$ cat config.mk
export PLATFORM = sky130hd
export DESIGN_NAME = tecpu_regfile
export DESIGN_NICKNAME = d
export VERILOG_FILES = /design/src/tecpu_pkg.sv /design/src/tecpu_regfile.sv
export SDC_FILE = /design/constraint.sdc
export NUM_CORES = 1
export LEC_CHECK = 0
export CORE_AREA = 10 10 83 92
export DETAILED_ROUTE_END_ITERATION = 12
export DIE_AREA = 0 0 93 102
export DONT_BUFFER_PORTS = 1
export PLACE_DENSITY = 0.79
export SLEW_MARGIN = 20
export SYNTH_ARGS = -nofsm -noshare
export SYNTH_HDL_FRONTEND = slang
export SYNTH_SLANG_ARGS = --single-unit
$ cat constraint.sdc
create_clock -name clk -period 3.8 [get_ports clk]
set_input_delay 0.19 -clock clk [delete_from_list [all_inputs] [get_ports clk]]
set_output_delay 0.19 -clock clk [all_outputs]
set_load 0.01 [all_outputs]
$ cat src/tecpu_pkg.sv
// Shared types and constants for the tiny eight-register CPU core.
// Used by the sequencer, the register file and the top level; depends on nothing.
package tecpu_pkg;

  localparam logic [15:0] START_ADDRESS_RESET = 16'h7C00;
  localparam int unsigned REG_IDX_W = 3;

  // Opcodes
  localparam logic [7:0] OP_NOP  = 8'h00;
  localparam logic [7:0] OP_MOV  = 8'h01;
  localparam logic [7:0] OP_MOVI = 8'h02;
  localparam logic [7:0] OP_LOAD = 8'h03;
  localparam logic [7:0] OP_JMP  = 8'h04;
  localparam logic [7:0] OP_ADD  = 8'h06;
  localparam logic [7:0] OP_HALT = 8'h07;

  // Status / stop codes
  localparam logic [1:0] STAT_RUN    = 2'd0;
  localparam logic [1:0] STAT_HALT   = 2'd1;
  localparam logic [1:0] STAT_BADREG = 2'd2;
  localparam logic [1:0] STAT_BADOP  = 2'd3;

  typedef enum logic [3:0] {
    ST_CLEAR,
    ST_IDLE,
    ST_WRITE,
    ST_FETCH,
    ST_EXEC,
    ST_READB,
    ST_WRITEA,
    ST_LOAD,
    ST_EMIT,
    ST_DUMP
  } state_t;

  typedef struct packed {
    logic                 en;
    logic [REG_IDX_W-1:0] idx;
    logic [7:0]           value;
  } reg_wr_t;

  typedef struct packed {
    logic                 load;
    logic [1:0]           status;
    logic [REG_IDX_W-1:0] reg_index;
    logic [7:0]           reg_value;
    logic                 last;
  } res_t;

endpackage

$ cat src/tecpu_regfile.sv
// General register file: one read port, one write port, cleared at reset.
// Depends on tecpu_pkg for the write request type.
module tecpu_regfile #(
  parameter int unsigned REG_COUNT = 8
) (
  input  logic                              clk,
  input  logic                              rst,
  input  logic [tecpu_pkg::REG_IDX_W-1:0]   rd_idx,
  output logic [7:0]                        rd_data,
  input  tecpu_pkg::reg_wr_t                wr
);
  import tecpu_pkg::*;

  localparam int unsigned RI_BITS = $clog2(REG_COUNT);

  logic [7:0] regs [REG_COUNT];

  always_ff @(posedge clk) begin
    if (rst) begin
      for (int i = 0; i < REG_COUNT; i++) begin
        regs[i] <= 8'd0;
      end
    end else if (wr.en) begin
      regs[wr.idx[RI_BITS-1:0]] <= wr.value;
    end
  end

  // Out-of-range indexes read as zero.
  assign rd_data = ({1'b0, rd_idx} < (REG_IDX_W+1)'(REG_COUNT)) ?
                   regs[rd_idx[RI_BITS-1:0]] : 8'd0;

endmodule

# Word-level counts from Yosys, hierarchy flattened
# Memory sizes are Yosys's and may differ from the RTL's.
# Index checks and enable logic that the tools add are counted.
op_classes:
  reduce_logical: 1
  n_mux: 8
op_table:
  columns: ["operator", "n"]
  rows:
  - ["2-to-1 mux 8 bit", 1]
  - ["OR reduction 8 bit", 1]
  - ["2-to-1 mux 1 bit", 6]
  - ["2-to-1 mux 3 bit", 1]
word_totals:
  mem_count: 1
  output_inout_bits: 8
  ff_bits: 0
  wordCells: 10
  in_bits: 17
  ram_bits: 64
memory_table:
  columns: ["memory", "words", "word_bits", "rd", "rd_clocked_by_memory_dff", "wr", "line_no", "rtl"]
  rows:
  - ["regs", 8, 8, 1, 0, 8, "tecpu_regfile.sv:16", "logic [7:0] regs [REG_COUNT];"]

# Logic depth before layout (Yosys ltp)
depth:
  ltp_word: 5
  mapped_depth: 4

# Worst setup path after synthesis
# Ideal clock, no wire load.
synth_timing:
  path_type: "input to register"
  from: "in wr[9] (netlist bit)"
  to: "mem regs[0][0], enable pin"
  required_time_ns: 3.425
  stages: 4
  path_slack_ns: 2.028
  n_path_buf: 2
  arrival_ns: 1.398
  path_cell_list: "or3b_2 > buf_2 > buf_6 > o21bai_1"
synth_lines:
  columns: ["element", "line_no", "rtl"]
  rows:
  - ["from (decl)", "tecpu_regfile.sv:10", "input tecpu_pkg::reg_wr_t wr"]
  - ["to (decl)", "tecpu_regfile.sv:16", null]

# Worst setup path in the final report
layout_timing:
  from: "mem regs[1][3]"
  to: "out rd_data[3]"
layout_between:
  elab_chain_cells: 1
layout_lines:
  columns: ["element", "line_no", "rtl"]
  rows:
  - ["memory read (8 x 8 bit)", null, null]
  - ["to (decl)", "tecpu_regfile.sv:9", "output logic [7:0] rd_data,"]
# Every way passes these cells.

==> run_results.csv <==
group,metric,value,unit
timing,final-max-slew-violation-count,0,
placed_design,placed_area,0.002982,mm2
floorplanning,die_h,102,um
global_routing,grt_overflow_total,0,
outcome,run_status,"finished, final reports clean",
critical_path,cp-start-kind,"register",
finish,drive_above_1_share,0.1257,
global_routing,grt_start_max_net_pins,37,
routing,wl_per_cell,23.40,um
clock_tree,postCtsSetupRepairBufs,0,
timing,fmax,550.7,MHz
placed_design,port_buffers,0,
timing,hold_ws,256.9,ps
placed_design,place_hpwl,4239,um
routing,routed_wirelength,6272,um
floorplanning,core,0.005733,mm2
timing,period_share,0.4778,
routing,first_pass_iters,4,
logic_synthesis,synth-seq-area-share,0.6411,
timing,rsz0062_at_grt,"no",
floorplanning,io_pins,25,
pwr,ir_worst_vdd,0.0003023,V
routing,vias,1673,
global_routing,antenna_found_initial,0,
finish,syn2layout_area_growth,4.591,%
critical_path,worst-endpoint-required,3610,ps
clock_tree,clockBufferDepth,2,
clock_tree,cts_resized,0,
finish,diodes,0,
global_routing,grt_first_pass_wirelength,9425,um
timing,setup_viol,0,
global_routing,grt_pass1_vias,1704,
finish,reg.largest.list,"regs (64)",
global_routing,grtUsageTotal,0.1371,
floorplanning,rows,29,
logic_synthesis,ys_warn_count,0,
placed_design,gp_congestion,0.8101,
timing,tightest_slew,887.1,ps
critical_path,path_max_fanout,1,
pwr,leakagePower,0.9641,nW
flow_run,maxCapViolations,0,
timing,fin_crit,1816,ps
critical_path,cp_data_arrival_time,1630,ps
clock_tree,h-tree-depth,3,
logic_synthesis,avgSynthCellArea,15.53,um2
logic_synthesis,netlist_instances,193,
clock_tree,cts_root_buf,"clkbuf_8",
clock_tree,numCtsBuffers,9,
clock_tree,clk_pin_slew,60,ps
logic_synthesis,netlist-cell-type-count,17,
routing,route.detailed.drc,0,
finish,design_area,0.003136,mm2
critical_path,cp-end-kind,"output pin",
routing,viasPerCell,6.243,
timing,hold_viol,0,
routing,ant_nets,0,
pwr,power,0.001424,W
clock_tree,postCtsHoldBufs,0,
floorplanning,die-area,0.009486,mm2
clock_tree,clkSinkCount,64,
floorplanning,initial_utilization,0.5229,
critical_path,criticalPathCategory,"register to output pin",
timing,fin_setup_tns,0,ps
finish,fillCellCount,485,
routing,initialDrtViolationCount,266,
logic_synthesis,netlist_area,0.002998,mm2
critical_path,crit_slowest_cell,"mux4_1",
min_path,hp-class,"primary input to register",
finish,nets,203,
pwr,power_density,454.3,mW/mm2
floorplanning,die_x,93,um
finish,max_flop_register,"regs",
timing,relSlewSlack,0.4074,
critical_path,cp_cell_sequence,"mux4_1 -> mux2_2",
critical_path,slowest_delay,560,ps
logic_synthesis,synth-seq-cells,64,
clock_tree,tritoncts,"done",
logic_synthesis,syn_nets,210,
finish,largest_register_ff_count,64,
per-stage QoR:
stage | cells | util | worst slack [ps]
final | 268 | 0.5469 | 1984
after global routing | 268 | 0.5469 | 1805
after CTS | 268 | 0.5469 | 1977
after detailed placement | 252 | 0.5201 | 1656
after global placement | 252 | 0.5201 | 1710
after floorplan | 193 | - | 2028
report_power, final:
group / leakage, nW / internal, W / switching [W]
registers: 0.613 / 0.000822 / 0.0000144
clock network: 0.0823 / 0.000226 / 0.000243
logic: 0.269 / 0.0000466 / 0.0000725
synthesized netlist by cell type:
cell	count	area [um2]
edfxtp_1	64	1922
nor3_1	64	320.3
mux4_1	15	394.1
clkbuf_1	9	33.78
clkinv_1	8	30.03
mux2_2	8	90.09
o21bai_1	8	60.06
buf_6	4	45.04
buf_1	3	11.26
buf_2	2	10.01
nand2b_1	2	12.51
buf_12	1	20.02
mux4_2	1	22.52
nand2_1	1	3.750
nand3b_1	1	7.510
or2_2	1	6.260
or3b_2	1	8.760
kinds of logic after synthesis:
group	after synthesis	synth area share
multiplexers	24	0.1690
buffers and inverters	27	0.05008
AND/OR/NAND/NOR	70	0.1198
flip-flops	64	0.6411
AO/OA/AOI/OAI	8	0.02003
final cells by class:
class                      instances  area, um2  area share
inverter                           8      30.03    0.009577
clock buffer                      10      127.6     0.04070
clock inverter                     6      26.28    0.008380
multi-input combinational        102      925.9      0.2953
tap                               77      96.34     0.03073
sequential                        64       1922      0.6129
timing repair buffer               1      7.507    0.002394
per-layer routing:
metal  GRT usage  up-vias  share of wire  routed length, um
met1      0.1636      840           0.40               2539
met2      0.2218       62           0.51               3174
met5           0        -              0                  0
met3     0.04545       10          0.068                425
li1            -      761              -                  -
met4     0.06176        0          0.021                133
placed cells by master, fill, tap and decap left out:
cell      Yosys  routed
buf_4         0       1
clkbuf_1      9       1
clkbuf_8      0       9
clkinv_1      8      11
clkinv_2      0       3
edfxtp_1     64      64
mux2_2        8       8
mux4_1       15      15
mux4_2        1       1
nand2_1       1       1
nand2b_1      2       2
nand3b_1      1       1
nor3_1       64      64
o21bai_1      8       8
or2_2         1       1
or3b_2        1       1
worst max-delay path: cells and delay by family, from the launching register on:
kind | cells | cell delay (ps)
multiplexers | 2 | 900
flip-flops | 1 | 390
worst paths after layout:
| kind | startpoint | to | slack (ps) | cells past startpoint |
|---|---|---|---|---|
| worst max-delay path | regs[1][3] | rd_data[3] | 1980 | 2 |
| worst min-delay path | wr[7] | regs[1][7] | 260 | 2 |
No activity file was read; power rests on OpenSTA's default activity.
