==> src/tecpu_pkg.sv <==
// Shared types and constants for the tiny eight-register CPU core.
// Used by the sequencer, the register file and the top level; depends on nothing.
package tecpu_pkg;

  localparam logic [15:0] START_ADDRESS_RESET = 16'h7C00;
  localparam int unsigned REG_IDX_W = 3;

  // Opcodes
  localparam logic [7:0] OP_NOP  = 8'h00;
  localparam logic [7:0] OP_MOV  = 8'h01;
  localparam logic [7:0] OP_MOVI = 8'h02;
  localparam logic [7:0] OP_LOAD = 8'h03;
  localparam logic [7:0] OP_JMP  = 8'h04;
  localparam logic [7:0] OP_ADD  = 8'h06;
  localparam logic [7:0] OP_HALT = 8'h07;

  // Status / stop codes
  localparam logic [1:0] STAT_RUN    = 2'd0;
  localparam logic [1:0] STAT_HALT   = 2'd1;
  localparam logic [1:0] STAT_BADREG = 2'd2;
  localparam logic [1:0] STAT_BADOP  = 2'd3;

  typedef enum logic [3:0] {
    ST_CLEAR,
    ST_IDLE,
    ST_WRITE,
    ST_FETCH,
    ST_EXEC,
    ST_READB,
    ST_WRITEA,
    ST_LOAD,
    ST_EMIT,
    ST_DUMP
  } state_t;

  typedef struct packed {
    logic                 en;
    logic [REG_IDX_W-1:0] idx;
    logic [7:0]           value;
  } reg_wr_t;

  typedef struct packed {
    logic                 load;
    logic [1:0]           status;
    logic [REG_IDX_W-1:0] reg_index;
    logic [7:0]           reg_value;
    logic                 last;
  } res_t;

endpackage

==> src/tecpu_ctl.sv <==
// Sequencer: memory clear sweep, instruction fetch, execute and result emission.
// Depends on tecpu_pkg; drives tecpu_mem and tecpu_regfile.
module tecpu_ctl #(
  parameter int unsigned ADDR_BITS = 16,
  parameter int unsigned REG_COUNT = 8
) (
  input  logic                              clk,
  input  logic                              rst,
  input  logic                              cfg_write,
  input  logic [15:0]                       cfg_data,
  input  logic                              in_valid,
  output logic                              in_stall,
  input  logic                              kind,
  input  logic [15:0]                       address,
  input  logic [7:0]                        data,
  input  logic                              out_free,
  output tecpu_pkg::res_t                   res,
  output logic [15:0]                       pc_out,
  output logic                              mem_we,
  output logic [ADDR_BITS-1:0]              mem_addr,
  output logic [7:0]                        mem_wdata,
  input  logic [7:0]                        mem_rdata,
  output logic [tecpu_pkg::REG_IDX_W-1:0]   rd_idx,
  input  logic [7:0]                        rd_data,
  output tecpu_pkg::reg_wr_t                reg_wr
);
  import tecpu_pkg::*;

  state_t               state;
  state_t               state_next;
  logic [ADDR_BITS-1:0] clr_cnt;
  logic [ADDR_BITS-1:0] pc;
  logic [1:0]           stop;
  logic [2:0]           fcnt;
  logic [REG_IDX_W-1:0] dcnt;
  logic [ADDR_BITS-1:0] addr_q;
  logic [7:0]           data_q;
  logic [7:0]           op;
  logic [7:0]           opa;
  logic [7:0]           opb;
  logic [7:0]           opc;
  logic [7:0]           tmp;

  logic [2:0]           pc_inc;
  logic [ADDR_BITS-1:0] pc_sum;
  logic                 a_bad;
  logic                 b_bad;
  logic                 dump_last;

  assign a_bad     = opa >= 8'(REG_COUNT);
  assign b_bad     = opb >= 8'(REG_COUNT);
  assign dump_last = dcnt == REG_IDX_W'(REG_COUNT - 1);

  // Shared program counter adder: fetch offsets and instruction lengths.
  assign pc_sum = pc + ADDR_BITS'(pc_inc);
  assign pc_out = 16'(pc);

  always_comb begin
    pc_inc = 3'd0;
    case (state)
      ST_FETCH: pc_inc = {1'b0, fcnt[1:0]};
      ST_EXEC: begin
        case (op)
          OP_NOP: pc_inc = 3'd1;
          OP_MOV, OP_ADD: pc_inc = a_bad ? 3'd1 : 3'd2;
          OP_MOVI: pc_inc = a_bad ? 3'd1 : 3'd3;
          OP_LOAD: pc_inc = 3'd1;
          default: pc_inc = 3'd0;
        endcase
      end
      ST_WRITEA: pc_inc = 3'd3;
      ST_LOAD:   pc_inc = 3'd4;
      default:   pc_inc = 3'd0;
    endcase
  end

  // Next state
  always_comb begin
    state_next = state;
    case (state)
      ST_CLEAR: if (&clr_cnt) state_next = ST_IDLE;
      ST_IDLE: begin
        if (in_valid) begin
          if (!kind) begin
            state_next = ST_WRITE;
          end else if (stop != STAT_RUN) begin
            state_next = ST_EMIT;
          end else begin
            state_next = ST_FETCH;
          end
        end
      end
      ST_WRITE: state_next = ST_EMIT;
      ST_FETCH: if (fcnt == 3'd4) state_next = ST_EXEC;
      ST_EXEC: begin
        case (op)
          OP_MOV, OP_ADD: state_next = (a_bad || b_bad) ? ST_EMIT : ST_READB;
          OP_LOAD: state_next = a_bad ? ST_EMIT : ST_LOAD;
          OP_HALT: state_next = ST_DUMP;
          default: state_next = ST_EMIT;
        endcase
      end
      ST_READB:  state_next = ST_WRITEA;
      ST_WRITEA: state_next = ST_EMIT;
      ST_LOAD:   state_next = ST_EMIT;
      ST_EMIT:   if (out_free) state_next = ST_IDLE;
      ST_DUMP:   if (out_free && dump_last) state_next = ST_IDLE;
      default:   state_next = ST_IDLE;
    endcase
  end

  // Outputs
  always_comb begin
    in_stall  = 1'b1;
    mem_we    = 1'b0;
    mem_addr  = pc_sum;
    mem_wdata = data_q;
    rd_idx    = opb[REG_IDX_W-1:0];
    reg_wr    = '0;
    res       = '0;
    case (state)
      ST_CLEAR: begin
        mem_we    = 1'b1;
        mem_addr  = clr_cnt;
        mem_wdata = 8'd0;
      end
      ST_IDLE: in_stall = 1'b0;
      ST_WRITE: begin
        mem_we   = 1'b1;
        mem_addr = addr_q;
      end
      ST_EXEC: begin
        mem_addr = ADDR_BITS'({opb, opc});
        if (op == OP_MOVI && !a_bad) begin
          reg_wr.en    = 1'b1;
          reg_wr.idx   = opa[REG_IDX_W-1:0];
          reg_wr.value = opb;
        end
      end
      ST_READB: rd_idx = opb[REG_IDX_W-1:0];
      ST_WRITEA: begin
        rd_idx       = opa[REG_IDX_W-1:0];
        reg_wr.en    = 1'b1;
        reg_wr.idx   = opa[REG_IDX_W-1:0];
        reg_wr.value = (op == OP_ADD) ? rd_data + tmp : tmp;
      end
      ST_LOAD: begin
        reg_wr.en    = 1'b1;
        reg_wr.idx   = opa[REG_IDX_W-1:0];
        reg_wr.value = mem_rdata;
      end
      ST_EMIT: begin
        res.load   = out_free;
        res.status = stop;
        res.last   = 1'b1;
      end
      ST_DUMP: begin
        rd_idx        = dcnt;
        res.load      = out_free;
        res.status    = STAT_HALT;
        res.reg_index = dcnt;
        res.reg_value = rd_data;
        res.last      = dump_last;
      end
      default: in_stall = 1'b1;
    endcase
  end

  always_ff @(posedge clk) begin
    if (rst) begin
      state   <= ST_CLEAR;
      clr_cnt <= '0;
      pc      <= START_ADDRESS_RESET[ADDR_BITS-1:0];
      stop    <= STAT_RUN;
      fcnt    <= 3'd0;
      dcnt    <= '0;
    end else begin
      state <= state_next;
      case (state)
        ST_CLEAR: clr_cnt <= clr_cnt + ADDR_BITS'(1);
        ST_IDLE: begin
          addr_q <= address[ADDR_BITS-1:0];
          data_q <= data;
          fcnt   <= 3'd0;
        end
        ST_FETCH: begin
          fcnt <= fcnt + 3'd1;
          // Read data is registered and arrives in the cycle after its address.
          case (fcnt)
            3'd1:    op  <= mem_rdata;
            3'd2:    opa <= mem_rdata;
            3'd3:    opb <= mem_rdata;
            3'd4:    opc <= mem_rdata;
            default: op  <= op;
          endcase
        end
        ST_EXEC: begin
          dcnt <= '0;
          case (op)
            OP_NOP: pc <= pc_sum;
            OP_MOV, OP_ADD: begin
              if (a_bad || b_bad) begin
                pc   <= pc_sum;
                stop <= STAT_BADREG;
              end
            end
            OP_MOVI: begin
              pc <= pc_sum;
              if (a_bad) stop <= STAT_BADREG;
            end
            OP_LOAD: begin
              if (a_bad) begin
                pc   <= pc_sum;
                stop <= STAT_BADREG;
              end
            end
            OP_JMP:  pc   <= ADDR_BITS'({opa, opb});
            OP_HALT: stop <= STAT_HALT;
            default: stop <= STAT_BADOP;
          endcase
        end
        ST_READB:  tmp <= rd_data;
        ST_WRITEA: pc  <= pc_sum;
        ST_LOAD:   pc  <= pc_sum;
        ST_DUMP:   if (out_free) dcnt <= dcnt + REG_IDX_W'(1);
        default:   dcnt <= dcnt;
      endcase
      // Boot address write reloads the program counter.
      if (cfg_write) begin
        pc <= cfg_data[ADDR_BITS-1:0];
      end
    end
  end

endmodule

==> config.mk <==
export PLATFORM = sky130hd
export DESIGN_NAME = tecpu_ctl
export DESIGN_NICKNAME = d
export VERILOG_FILES = /design/src/tecpu_pkg.sv /design/src/tecpu_ctl.sv
export SDC_FILE = /design/constraint.sdc
export NUM_CORES = 1
export LEC_CHECK = 0
export BUFFER_PORTS_ARGS = -buffer_cell sky130_fd_sc_hd__buf_2
export CAP_MARGIN = 20
export CELL_PAD_IN_SITES_DETAIL_PLACEMENT = 1
export CELL_PAD_IN_SITES_GLOBAL_PLACEMENT = 1
export CORE_AREA = 2 2 128 130
export DETAILED_ROUTE_END_ITERATION = 12
export DIE_AREA = 0 0 130 132
export GPL_TIMING_DRIVEN = 0
export HOLD_SLACK_MARGIN = 0.12
export PLACE_DENSITY = 0.74
export SETUP_SLACK_MARGIN = 0.02
export SYNTH_ARGS = -nofsm -noshare
export SYNTH_HDL_FRONTEND = slang
export SYNTH_SLANG_ARGS = --single-unit
==> constraint.sdc <==
create_clock -name clk -period 4.15 [get_ports clk]
set_clock_uncertainty 0.05 [all_clocks]
set_input_delay 1.245 -clock clk [delete_from_list [all_inputs] [get_ports clk]]
set_output_delay 1.245 -clock clk [all_outputs]
set_load 0.005 [all_outputs]
# Word-level counts from Yosys, hierarchy flattened
# Cells that the tools add are included.
[totals]
regBits = 108
in_bits = 62
[classes]
add_sub_neg = 5
n_lt_le_gt_ge = 2
eq_ne = 31
muxes = 37
n_bitwise = 2
reduce_logical = 29
[op_table]
columns = ["op", "count"]
rows = [
  ["16-bit one-hot mux with 4 select lines", 1],
  ["16-bit 2-to-1 mux", 3],
  ["16-bit one-hot mux with 3 select lines", 1],
  ["4-bit 2-to-1 mux", 9],
  ["12-bit one-hot mux with 3 select lines", 1],
  ["16-bit one-hot mux with 2 select lines", 1],
  ["4-bit one-hot mux with 8 select lines", 1],
  ["8-bit by 3-bit == test with 1-bit output (second input constant)", 3],
  ["3-bit one-hot mux with 2 select lines", 4],
  ["16-bit by 1-bit adder with 16-bit output (second input constant)", 1],
  ["16-bit by 3-bit adder with 16-bit output", 1],
  ["4-bit by 3-bit == test with 1-bit output (second input constant)", 4],
  ["8-bit by 2-bit == test with 1-bit output (second input constant)", 2],
  ["8-bit by 4-bit >= comparator with 1-bit output (second input constant)", 2],
  ["8-bit 2-to-1 mux", 2],
  ["16-bit AND reduction", 1],
  ["2-bit != test (second input constant)", 7],
  ["2-bit OR reduction", 7],
  ["12-bit 2-to-1 mux", 1],
  ["3-bit one-hot mux with 4 select lines", 1],
  ["4-bit one-hot mux with 3 select lines", 1],
  ["3-bit AND reduction", 4],
  ["11-bit 2-to-1 mux", 1],
  ["8-bit adder", 1],
  ["other kinds (29)", 46],
]

# Longest topological paths before layout
[depth]
word_depth = 9
mapped_depth = 14

# Worst setup path after synthesis
# Ideal clock, no wire load.
[synth_timing]
kind = "flip-flop to output port"
startpoint = "register op[5]"
endpoint = "output mem_addr[13]"
arrival_ns = 3.250
slack_ns = -0.395
stages_incl_launch_ff = 13
cell_sequence = "edfxtp_1 -> or4_4 -> or2_0 -> buf_4 -> nor3_1 -> a221o_1 -> ha_1 -> a21oi_1 -> a2111oi_0 -> nand3_1 -> xnor2_1 -> nor2_1 -> nor3_1"
[synth_via]
elab_chain_cells = 6
[synth_lines]
columns = ["element", "line_no", "rtl"]
rows = [
  ["from (decl)", "tecpu_ctl.sv:38", "logic [7:0] op;"],
  ["from (signal assigned)", "tecpu_ctl.sv:190", "3'd1: op <= mem_rdata;"],
  ["from (signal assigned)", "tecpu_ctl.sv:194", "default: op <= op;"],
  ["8-bit by 2-bit == test with 1-bit output, or another cell as far along", "tecpu_ctl.sv:63", "case (op)"],
  ["2-bit OR reduction, on equally long branches", "-", ""],
  ["2-bit one-hot mux with 3 select lines *", "tecpu_ctl.sv:63", ""],
  ["3-bit one-hot mux with 4 select lines *", "tecpu_ctl.sv:60", "case (state)"],
  ["16-bit by 3-bit adder with 16-bit output *", "tecpu_ctl.sv:55", "assign pc_sum = pc + ADDR_BITS'(pc_inc);"],
  ["16-bit one-hot mux with 3 select lines *", "tecpu_ctl.sv:121", "case (state)"],
  ["to (decl)", "tecpu_ctl.sv:20", "output logic [ADDR_BITS-1:0] mem_addr,"],
]
# Every way passes the cells marked *; elsewhere a longest branch is shown, timed or not.

# Final worst setup path
[layout_timing]
startpoint = "register opa[6]"
endpoint = "output mem_addr[15]"
[layout_via]
elab_chain_cells = 6
[layout_lines]
columns = ["element", "line_no", "rtl"]
rows = [
  ["from (decl)", "tecpu_ctl.sv:39", "logic [7:0] opa;"],
  ["from (signal assigned)", "tecpu_ctl.sv:191", "3'd2: opa <= mem_rdata;"],
  ["8-bit by 4-bit >= comparator with 1-bit output *", "tecpu_ctl.sv:50", "assign a_bad = opa >= 8'(REG_COUNT);"],
  ["2-bit 2-to-1 mux, on equally long branches", "tecpu_ctl.sv:65, tecpu_ctl.sv:66", ""],
  ["2-bit one-hot mux with 3 select lines *", "tecpu_ctl.sv:63", ""],
  ["3-bit one-hot mux with 4 select lines *", "tecpu_ctl.sv:60", ""],
  ["16-bit by 3-bit adder with 16-bit output *", "tecpu_ctl.sv:55", ""],
  ["16-bit one-hot mux with 3 select lines *", "tecpu_ctl.sv:121", ""],
]
# Marked as above.

==> results.toml <==
[clock_tree]
cts_sinks = 108
clk_pin_slew_ns = 0.08
clockRootBuffer = "clkbuf_16"
htreeDepth = 3
cts_tree = "built"
clock_latency_ns = 0.36
cts_buffer_depth = 2
numCtsBuffers = 9

[route]
drc = 0
vias_per_cell = 5.72
drt_iter0_drc = 528
wl_um = 22200
drt_first_pass_iters = 5
routedWlPerCell_um = 22.0
ant_nets = 0
vias = 5758

[setup_path]
end_kind = "output pin"
cp.arrival_ns = 3.69
cp_cell_sequence = "nor4_4 > nand2b_1 > buf_4 > buf_6 > nor3_4 > a221o_1 > ha_4 > nand3_4 > a2111oi_4 > buf_4 > and3_4 > xnor2_4 > o21ai_2 > buf_2"
crit_type = "flop to output pin"
crit_required_ns = 2.85
crit_family = "simple AND/OR/NAND/NOR gates"
crit_buf_inv = 4
cp_slowest_stage_delay_ns = 0.48
slowest_stage = "edfxtp_1"
critPathLaunchType = "flop"
path_max_fanout = 4
path_common_cell = "buf_4"

[synthesis]
synthCells = 599
synth.top_cell.area_share_pct = 32.5
synthMuxAreaShare_pct = 1.89
synthArstFlopShare_pct = 0
synth.cell_area_um2 = 5900
synth_compound_area_share_pct = 16.7
yosysTopAreaCell = "edfxtp_1"
synth_top_family_by_area = "simple AND/OR/NAND/NOR gates"
synth_fp_nets = 681
synthSimpleGateAreaFrac_pct = 21.1
synth-xor-area-share_pct = 5.19
synth_top_cells_by_area = "edfxtp_1 (33%), dfxtp_1 (15%), nor2_1 (4.8%)"
yosys_warnings = 0
synth_enable_flop_cells = 64
ys_seq_elements = 108
yosysMostFrequentCell = "nor2_1"
seq_area_frac_synth_pct = 47.5
yosys.area_share.adder_pct = 4.49
ys.flop_type = "edfxtp_1"
synthTopCellsByCount = "nor2_1 (76), edfxtp_1 (64), dfxtp_1 (44)"
synth_cell_types = 64
syn_area_per_cell_um2 = 9.86

[global_routing]
grt_use_met3_pct = 4.55
met1_usage_pct = 34.7
grt_util_met2_pct = 40.2
grt_first_pass_wirelength_um = 33100
grt_usage_pct = 25.6
grt_pass1_vias = 5813
top_usage_layer = "met2"
antenna_found_initial = 0
grt_max_degree = 22
grt_overflow_total = 0

[power_and_ir_drop]
seq_power_share_pct = 51.3
comb_power_share_pct = 8.0
clkPwrFrac_pct = 40.7
p_leak_uw = 0.00308
intPower_uw = 1720
switching_share_pct = 24.6
powerDensity_nw_per_um2 = 287
peakVddDrop_mv = 0.248
p_sw_uw = 559

[die]
fp.dieW_um = 130
fp-row-count = 46
ioPinCount = 134
dieArea_um2 = 17200
coreArea_um2 = 15700
die_y_um = 132
start_util_pct = 37.6

[timing]
slew_violations = 0
fin_ws_ns = -0.833
fin_crit_sh_pct = 120
hold_violations = 0
max-slew-margin-rel_pct = 53.2
finalCriticalPeriod_ns = 4.98
tightest_slew_ns = 0.696
finalSetupTns_ns = -9.73
clock.fmax_ghz = 0.201
setup_violations = 17
grt_setup_unrepaired = "yes"

[place]
place_congestion = 0.934
placedInstanceArea_um2 = 6890
dpl.hpwl_um = 16500
portBuffers = 132

[worst_hold_path]
hold_path_class = "flop to flop"

[run_status]
status = "finished with violations"
violations = "setup timing"

[layout]
area_growth_pct = 34.1
diodes = 0
layout-drive-gt1-share_pct = 33.3
fin_nets = 867
design_area_um2 = 7920

[run]
drv_cap = 0
-- state kept, by name, indices dropped and copies added (netlist names) --
signal / cells
addr_q: 16
clr_cnt: 16
pc_out: 16
data_q: 8
op: 8
opa: 8
opb: 8
opc: 8
tmp: 8
state: 4
dcnt: 3
fcnt: 3
stop: 2
-- stage by stage --
step	setup slack (ns)	instances	hold slack (ns)	total power [uW]	util, %
after global routing	-0.908	1006	0.477	2350	50.4
after detailed placement	-1.09	950	0.439	1340	43.8
final	-0.833	1006	0.449	2270	50.4
after CTS	-0.730	988	0.451	2270	48.8
after floorplan	-0.0190	599	0.410	1260	-
after global placement	-0.972	947	0.421	1330	43.7
-- worst min-delay path: cells and delay by family, from the launching register on --
kind | cells | cell delay, ns
flip-flops | 1 | 0.33
AO/OA/AOI/OAI | 1 | 0.06
AND/OR/NAND/NOR | 1 | 0.07
-- layout by cell type (no fill, tap or decap), types with 12 or more instances in the layout --
| cell type | n |
|---|---|
| buf_4 | 41 |
| buf_2 | 135 |
| nor2b_1 | 15 |
| a221oi_1 | 12 |
| a211oi_1 | 12 |
| a21oi_1 | 23 |
| o21ai_0 | 19 |
| and2_1 | 17 |
| nand3_1 | 16 |
| clkbuf_1 | 21 |
| xnor2_1 | 14 |
| nor2_1 | 71 |
| dfxtp_1 | 43 |
| nor3_1 | 15 |
| a221o_1 | 13 |
| edfxtp_1 | 64 |
| xor2_1 | 13 |
| nand2_1 | 39 |
-- routing by layer --
metal / share of wire (%) / wire, um
met3: 7.4 / 1640
met2: 46 / 10300
met4: 3.6 / 798
met1: 43 / 9450
met5: 0 / 0
-- power by group through the flow --
stage                     combinational (uW)  sequential, uW  clock (uW)
after floorplan                         72.6            1180           0
after global placement                   144            1190           0
after detailed placement                 150            1190           0
after CTS                                168            1170         936
after global routing                     199            1170         985
final                                    182            1170         925
-- logic make-up (layout without fill, tap and decap cells) --
family | count (synthesis) | after routing
flip-flops | 108 | 108
adder cells (fa/ha/maj) | 20 | 20
XOR/XNOR | 35 | 35
AND/OR/NAND/NOR | 245 | 245
AO/OA/AOI/OAI | 134 | 134
buffers and inverters | 46 | 237
multiplexers | 11 | 11
-- path summary, 6_finish.rpt --
kind         cells past startpoint  slack (ns)  startpoint           end
max                             14       -0.83      opa[6]  mem_addr[15]
min                              2        0.45     dcnt[1]       dcnt[1]
min reg2reg                      2        0.45     dcnt[1]       dcnt[1]
max reg2reg                     15        0.35      opa[6]     pc_out[8]
-- cell type report --
type	instances	area, um^2
Sequential cell	108	2800
Multi-Input combinational cell	445	3300
Clock inverter	6	80.1
Inverter	13	48.8
Fill cell	1794	7790
Clock buffer	10	229
Buffer	31	139
Timing Repair Buffer	177	1040
Tap cell	216	270
-- what timing repair did --
item / 4_1_cts / 5_1_grt
setup endpoints to repair: 38 / 35
hold endpoints to repair: 0 / 0
pin swaps: 42 / 26
hold buffers: 0 / 0
resized for setup: 63 / 31
buffers inserted: 24 / 20
No activity file was read; power rests on OpenSTA's default activity.
